<file path="config.mk">
export PLATFORM = sky130hd
export DESIGN_NAME = bcc_skid
export DESIGN_NICKNAME = d
export VERILOG_FILES = /design/src/bcc_pkg.sv /design/src/bcc_skid.sv
export SDC_FILE = /design/constraint.sdc
export NUM_CORES = 1
export LEC_CHECK = 0
export BUFFER_PORTS_ARGS = -buffer_cell sky130_fd_sc_hd__buf_4
export CORE_MARGIN = 4
export CORE_UTILIZATION = 35
export CTS_CLUSTER_DIAMETER = 200
export DETAILED_ROUTE_END_ITERATION = 16
export PLACE_DENSITY = 0.55
export SYNTH_ARGS = -nofsm -noshare
export SYNTH_HDL_FRONTEND = slang
export SYNTH_SLANG_ARGS = --single-unit
export TNS_END_PERCENT = 5
</file>
<file path="constraint.sdc">
create_clock -name clk_i -period 14.6 [get_ports clk_i]
set_input_delay 0 -clock clk_i [delete_from_list [all_inputs] [get_ports clk_i]]
set_output_delay 0 -clock clk_i [all_outputs]
set_load 0.05 [all_outputs]
</file>
<file path="src/bcc_pkg.sv">
// ----------------------------------------------------------------------------
// bcc_pkg: shared types and widths for the barycentric coordinate pipeline
// Request and response structs, intermediate word widths and Q16.16 limits.
// ----------------------------------------------------------------------------
package bcc_pkg;

  localparam int CoordW = 32;                 // Q16.16 coordinate
  localparam int DiffW  = CoordW + 1;         // coordinate difference
  localparam int ProdW  = 2 * DiffW;          // product of two differences
  localparam int CrossW = ProdW + 1;          // cross product component
  localparam int HalfW  = 34;                 // low slice of a cross component
  localparam int HiW    = CrossW - HalfW;     // high slice, signed
  localparam int PartW  = 2 * HalfW;          // mixed partial product
  localparam int MulW   = 2 * CrossW;         // full product of two components
  localparam int DotW   = MulW + 2;           // sum of three products
  localparam int RemW   = DotW - 1;           // divider remainder
  localparam int FracW  = 16;                 // fraction bits of a weight
  localparam int QuotW  = 2 * FracW;          // quotient bits
  localparam int Lanes  = 3;                  // one lane per weight

  localparam logic [QuotW-1:0] QMax = {1'b0, {(QuotW-1){1'b1}}};
  localparam logic [QuotW-1:0] QMin = {1'b1, {(QuotW-1){1'b0}}};

  typedef struct packed {
    logic signed [CoordW-1:0] vertex_a_x;
    logic signed [CoordW-1:0] vertex_a_y;
    logic signed [CoordW-1:0] vertex_a_z;
    logic signed [CoordW-1:0] vertex_b_x;
    logic signed [CoordW-1:0] vertex_b_y;
    logic signed [CoordW-1:0] vertex_b_z;
    logic signed [CoordW-1:0] vertex_c_x;
    logic signed [CoordW-1:0] vertex_c_y;
    logic signed [CoordW-1:0] vertex_c_z;
    logic signed [CoordW-1:0] point_x;
    logic signed [CoordW-1:0] point_y;
    logic signed [CoordW-1:0] point_z;
  } bcc_in_t;

  typedef struct packed {
    logic signed [QuotW-1:0] weight_a;
    logic signed [QuotW-1:0] weight_b;
    logic signed [QuotW-1:0] weight_c;
    logic                    degenerate;
  } bcc_out_t;

  typedef logic [CrossW-1:0] cross_word_t;
  typedef cross_word_t [2:0] vec3_t;
  // Index 0 is the normal, 1 to 3 are the sub-cross products for A, B, C.
  typedef vec3_t [3:0] vec_set_t;

  typedef logic [DotW-1:0] dot_word_t;
  typedef struct packed {
    dot_word_t             den;
    dot_word_t [Lanes-1:0] num;
  } dots_t;

endpackage

</file>
<file path="src/bcc_skid.sv">
// ----------------------------------------------------------------------------
// bcc_skid: two-entry output buffer
// Holds finished responses so the pipeline keeps moving while the consumer
// stalls; the pipeline advances whenever the buffer is not full.
// ----------------------------------------------------------------------------
module bcc_skid (
  input  logic              clk_i,
  input  logic              rst_ni,
  input  logic              valid_i,
  input  bcc_pkg::bcc_out_t rsp_i,
  output logic              en_o,
  output logic              valid_o,
  input  logic              ready_i,
  output bcc_pkg::bcc_out_t rsp_o
);
  import bcc_pkg::*;

  bcc_out_t   mem_q [2];
  logic       wr_q;
  logic       rd_q;
  logic [1:0] cnt_q;
  logic       push;
  logic       pop;

  assign en_o    = (cnt_q != 2'd2);
  assign push    = valid_i && en_o;
  assign valid_o = (cnt_q != 2'd0);
  assign pop     = valid_o && ready_i;
  assign rsp_o   = mem_q[rd_q];

  always_ff @(posedge clk_i or negedge rst_ni) begin
    if (!rst_ni) begin
      wr_q  <= 1'b0;
      rd_q  <= 1'b0;
      cnt_q <= 2'd0;
    end else begin
      if (push) wr_q <= !wr_q;
      if (pop) rd_q <= !rd_q;
      cnt_q <= cnt_q + 2'(push) - 2'(pop);
    end
  end

  always_ff @(posedge clk_i) begin
    if (push) begin
      mem_q[wr_q] <= rsp_i;
    end
  end

endmodule
</file>
==> results of run 1 <==
## final timing paths
check                                   start                      to  slack (ps)  cells past startpoint
max in group asynchronous              rst_ni        rd_q$_DFFE_PN0P_       13910                      3
setup reg to reg           cnt_q[0]$_DFF_PN0_  mem_q[0][94]$_DFFE_PP_       12150                      5
hold reg to reg              wr_q$_DFFE_PN0P_        wr_q$_DFFE_PN0P_         560                      1
min in group asynchronous              rst_ni        wr_q$_DFFE_PN0P_         490                      3
setup / recovery             rd_q$_DFFE_PN0P_               rsp_o[66]       11860                      3
hold / removal                      rsp_i[92]  mem_q[1][92]$_DFFE_PP_         300                      2
## placed cells by master, fill, tap and decap left out, drive strengths merged
master / synthesis / final
a311oi: 1 / 1
and3: 1 / 1
buf: 11 / 203
bufinv: 0 / 2
clkbuf: 0 / 17
clkinv: 0 / 3
clkinvlp: 0 / 4
dfrtp: 4 / 4
dlygate4sd3: 0 / 101
edfxtp: 194 / 194
ha: 1 / 1
inv: 0 / 6
mux2: 97 / 97
nand2: 2 / 2
nand2b: 1 / 1
nand3: 1 / 1
nor2: 3 / 3
nor2b: 1 / 1
nor4bb: 1 / 1
o21ai: 1 / 1
o21ba: 1 / 1
or2: 1 / 1
xnor2: 3 / 3
## metrics by stage
| step | area, sq um | hold slack (ps) |
|---|---|---|
| 4_1_cts | 10700 | 274.2 |
| 3_5_place_dp | 9092 | -198.5 |
| 6_report | 10700 | 297.0 |
| 2_1_floorplan | 7295 | -295.6 |
| 5_1_grt | 10700 | 285.5 |
| 3_3_place_gp | 9092 | -200.4 |
## logic make-up (layout without fill, tap and decap cells)
group | after synthesis | after routing | synth area share, %
AOI/OAI and AO/OA | 3 | 3 | 0.3259
xor gates and xnor gates | 3 | 3 | 0.3603
adders and majority gates | 1 | 1 | 0.1715
buffers and inverters | 11 | 336 | 1.098
DFF | 198 | 198 | 81.24
muxes | 97 | 97 | 16.00
and+or+nand+nor | 11 | 11 | 0.8064
## power groups by stage
stage | clock network [mW] | logic (mW) | registers (mW)
finish | 0.466 | 1.01 | 0.833
global route | 0.505 | 1.06 | 0.847
CTS | 0.481 | 1.02 | 0.835
detailed placement | 0 | 0.998 | 0.848
global placement | 0 | 0.997 | 0.842
floorplan | 0 | 0.748 | 0.826
## what timing repair did
action / 4_1_cts / 5_1_grt
setup buffers: 0 / 0
endpoints found under the hold margin: 202 / 0
hold buffers: 101 / 0
resized for setup: 0 / 0
## flip-flops by register name, indices dropped and copies added, names as in the netlist
| signal | cells |
|---|---|
| rd_q | 1 |
| wr_q | 1 |
| cnt_q | 2 |
| mem_q | 194 |
## critical path: stages (launching register included)
cell and delay [ps]:
dfrtp_4 860, buf_4 750, mux2_2 420, buf_4 190
## per-layer routing
metal  vias up  part of all wire (%)
met1      1968                    45
met4         0                   1.3
met5         -                     0
met3        15                   6.3
li1       1906                     -
met2       147                    48
## layout make-up
cell class / instances / area (sq um)
timing repair buffer: 304 / 2535
clock inverter: 15 / 167.7
multi-input combinational: 115 / 1301
tap: 270 / 337.8
sequential: 198 / 5929
clock buffer: 17 / 425.4
fill: 1654 / 9668
==> metrics.txt, run 1 <==
area share of the largest cell type after synthesis 79.86%; drt drc 0; routed length per instance between 15 and 20 um; worst hold path type input pin to flip-flop; Sw Pwr 926.8 uW; Slew Limit Fails 0; Worst setup SP type flip-flop; PwrDens 215.8 nW/um^2; first-pass GRT wire length 24.04 mm; setup violators final 0; Clk Latency, worst-skew pair 420 ps; Max-Cap Viols 0; Tot GR Track Use 13.20%; Req. time, crit path ~15,000 ps; DP Worst Slack 12,110 ps; initial antenna violation count 0; initial drt markers 215; via density per instance 4.392; CTS tree built; Gate power share 43.8%; Final GP Congestion 0.7211; M3 GR Usage 4.658%; Async S/R FF share, synth 2.020%; maximum vdd drop roughly 160 uV; Switching Share 40.15%; CTS H-tree depth 4; die boundary height 152.4 um; synthesized area approximately 7300 sq um; Primary FF master, synth edfxtp_1; Total Power 2.308 mW; Chip Width 152.4 um; Most Used Layer, Global Route met2; EDFF count, synth 194; Leak Pwr 4.042 nW; Clock power frac 20.2%; DR pass1 iterations 4; Max Clock Freq ~360 MHz; Initial Util 35.82%; met1 usage in global routing 17.62%; fin cells between 900 and 1,000; period utilization 18.80%; Unique masters post-synth 19; status completed; Mapped Cells between 300 and 400; post-synthesis sequential area ratio 81.23%; largest net degree at the start of global routing 56; Post-Syn Area per Cell 22.51 sq um; full die area 23,220 sq um; # rows 52; Slew HR a little under half; final layout net count 738; placed cell count between 700 and 800; Diodes inserted 0; worst setup margin 11,860 ps; Hold Vio Cnt, Final 0; RSZ-0062 raised after global routing no; setup TNS 0 ps; Period minus WS final about 2700 ps; CP max FO between 50 and 60; Worst-path clk slew 80 ps; GR Overflow Total 0; Routed WL 15.08 mm; Routed Antenna Nets 0; top area cells in the synthesized netlist edfxtp_1 (80%), mux2_2 (12%), mux2_4 (4.1%), dfrtp_1 (1.4%), buf_6 (0.62%); CP Capture Type output port; Port-buffer cells 199; crit path DAT 2740 ps; top-count cell post-synth edfxtp_1; Syn Nets 426; CTS buffer count 17; Int Pwr 1.382 mW; Root Driver clkbuf_16; critical path start-end classification flip-flop to output port; skew final 10.29 ps; most instantiated cells after synthesis edfxtp_1 (194), mux2_2 (77), mux2_4 (20); core footprint 20,360 sq um; via count 4,036; Syn-to-layout area delta 46.64%; Max Buffers Root-to-Sink 2; share of cells above drive strength 1 51.77%; I/O pin count 200; clk sinks 198; Synth area leader edfxtp_1; Ys Warns 0; met2 Resource Use GR 20.79%; FF+latch count, synth 198; vias in the first global route 4,307; final core utilization 52.53%; register share of total power a little over a third; Slew @ Worst Pin 809.5 ps; HPWL Detailed roughly 9.4 mm
(Power assumes the default switching activity.)
==> inputs of run 2 (changes only) <==
--- a/config.mk
+++ b/config.mk
@@ -10,7 +10,7 @@
 export CORE_UTILIZATION = 35
 export CTS_CLUSTER_DIAMETER = 200
 export DETAILED_ROUTE_END_ITERATION = 16
-export PLACE_DENSITY = 0.55
+export PLACE_DENSITY = 0.57
 export SYNTH_ARGS = -nofsm -noshare
 export SYNTH_HDL_FRONTEND = slang
 export SYNTH_SLANG_ARGS = --single-unit
==> constraint.sdc (replaced) <==
create_clock -name clk_i -period 2.25 [get_ports clk_i]
set_input_delay 0 -clock clk_i [delete_from_list [all_inputs] [get_ports clk_i]]
set_output_delay 0 -clock clk_i [all_outputs]
set_load 0.05 [all_outputs]
==> run 2 against run 1 <==
Compared with the run above: wire length up 2.7%; sequential share of layout area down 0.51 points; clock power rose to 6.6 times the previous value; critical path depth unchanged; clock skew down 1.4 ps; via count up 0.55%; worst setup slack worse by 12000 ps; non-clock buffer count up 4; register-to-register slack worse by 12000 ps; die area unchanged.
==> metrics.txt, run 2 (synthesis results as in run 1) <==
number of post-CTS setup repair buffers 0; Worst setup SP type flip-flop; Worst path max stage delay 610 ps; worst hold path type input pin to flip-flop; Worst R2R Path Depth 4; Initial Util 35.82%; Switching Share 39.65%; Final GP Congestion about 0.71; RR Startpoint cnt_q[0]$_DFF_PN0_; max FFs per register 194; commonest non-fill, non-tap cell in the layout buf_4; CP top delay family flip-flops; core footprint 20,360 sq um; register share of total power 34.9%; Clk Latency, worst-skew pair 420 ps; Max Buffers Root-to-Sink 2; Slew @ Worst Pin around 460 ps; CP max-delay cell dfrtp_4; Max-Cap Viols 0; Port-buffer cells 199; CP Depth 3; Register-to-Register Setup Slack ~650 ps; PwrDens 1407 nW/um^2; fin cells 922; Worst R2R End mem_q[0][70]$_DFFE_PP_; # rows 52; CP Buf/Inv Count 2; Max Clock Freq 512.9 MHz; I/O pin count 200; Sw Pwr 6.025 mW; initial drt markers 234; final layout net count 742; first-pass GRT wire length 24.47 mm; crit path to rsp_o[27]; setup TNS 0 ps; Tot GR Track Use 13.44%; Hold Vio Cnt, Final 0; routed length per instance roughly 17 um; HPWL Detailed between 9 and 10 mm; Period minus WS final 1950 ps; DR pass1 iterations 4; CP max FO between 40 and 50; period utilization 86.66%; Slew HR around 70%; share of cells above drive strength 1 between 50% and 60%; RSZ-0062 raised after global routing no; Design Area, Final around 11,000 sq um; full die area 23,220 sq um; Diodes inserted 0; status completed; Req. time, crit path 2250 ps; most frequent cells in the layout buf_4 (203), edfxtp_1 (194), dlygate4sd3_1 (101); clk sinks 198; Chip Width about 150 um; via density per instance 4.401; CTS buffer count 17; crit-path cells buf_12, mux2_2, buf_4; via count 4,058; Gate power share 44.8%; CP Capture Type output port; CP startpoint rd_q$_DFFE_PN0P_; crit path DAT 1950 ps; largest net degree at the start of global routing 79; Worst-path clk slew about 70 ps; critical path start-end classification flip-flop to output port; skew final 8.851 ps; Syn-to-layout area delta 48.01%; Largest regs mem_q: 194 flops, cnt_q: 2 flops; Biggest register mem_q; placed cell count 790; DP Area 9188 sq um; CTS H-tree depth 4; Slew Limit Fails 0; maximum vdd drop 731.2 uV; setup violators final 0; Leak Pwr ~4.1 nW; Routed Antenna Nets 0; Root Driver clkbuf_16; Routed WL ~15 mm; initial antenna violation count 0; Int Pwr 9.169 mW; Clock power frac 20.2%; CTS tree built; GR Overflow Total 0; drt drc 0; die boundary height 152.4 um; vias in the first global route about 4,600
run 2: area by class of cell:
class	count	area, sq um
tap	270	337.8
multi-input combinational	115	1316
sequential	198	5929
clock buffer	17	425.4
fill	1614	9568
clock inverter	14	172.7
timing repair buffer	308	2615
run 2: worst register-to-register path: cells and delay by family (launching register included):
kind / cells / cell delay, ps
simple gates: 3 / 380
flops: 1 / 430
buf+inv: 1 / 390
run 2: what timing repair did:
action,in CTS,in global routing
endpoints found under the hold margin,202,0
hold buffers,101,0
resized for setup,0,0
run 2: power groups by stage:
stage | logic [mW] | clock network [mW] | registers, mW
finish | 6.81 | 3.08 | 5.31
global route | 7.12 | 3.34 | 5.39
CTS | 6.91 | 3.18 | 5.32
detailed placement | 6.74 | 0 | 5.40
global placement | 6.73 | 0 | 5.35
floorplan | 4.88 | 0 | 5.29
run 2: per-layer routing:
metal  up-vias  GRT usage [%]  share of wire, %  routed length, um
li1       1918              -                 -                  -
met1      1999          15.59                40               6236
met2       128          23.54                52               8051
met3        13          4.800               6.5               1007
met4         0          3.896               1.2                187
met5         -              0                 0                  0
run 2: how the worst min path moves through the flow:
stage / start / endpoint / cells after the start
final: rsp_i[56] / mem_q[1][56]$_DFFE_PP_ / 2
after global routing: rsp_i[55] / mem_q[0][55]$_DFFE_PP_ / 2
after CTS: rsp_i[91] / mem_q[1][91]$_DFFE_PP_ / 2
after detailed placement: rst_ni / cnt_q[1]$_DFF_PN0_ / 1
after global placement: rst_ni / cnt_q[0]$_DFF_PN0_ / 1
after floorplan: rst_ni / cnt_q[0]$_DFF_PN0_ / 0
run 2: stage by stage:
step                      hold slack [ps]  power, mW  worst slack [ps]  util, %
final                               298.0      15.19             300.2    53.02
after global routing                280.6      15.85             212.2    53.02
after CTS                           274.0      15.41             253.0    53.02
after detailed placement           -197.2      12.15             651.2    45.12
after global placement             -199.7      12.07             685.8    45.12
after floorplan                    -295.6      10.17            -343.0        -
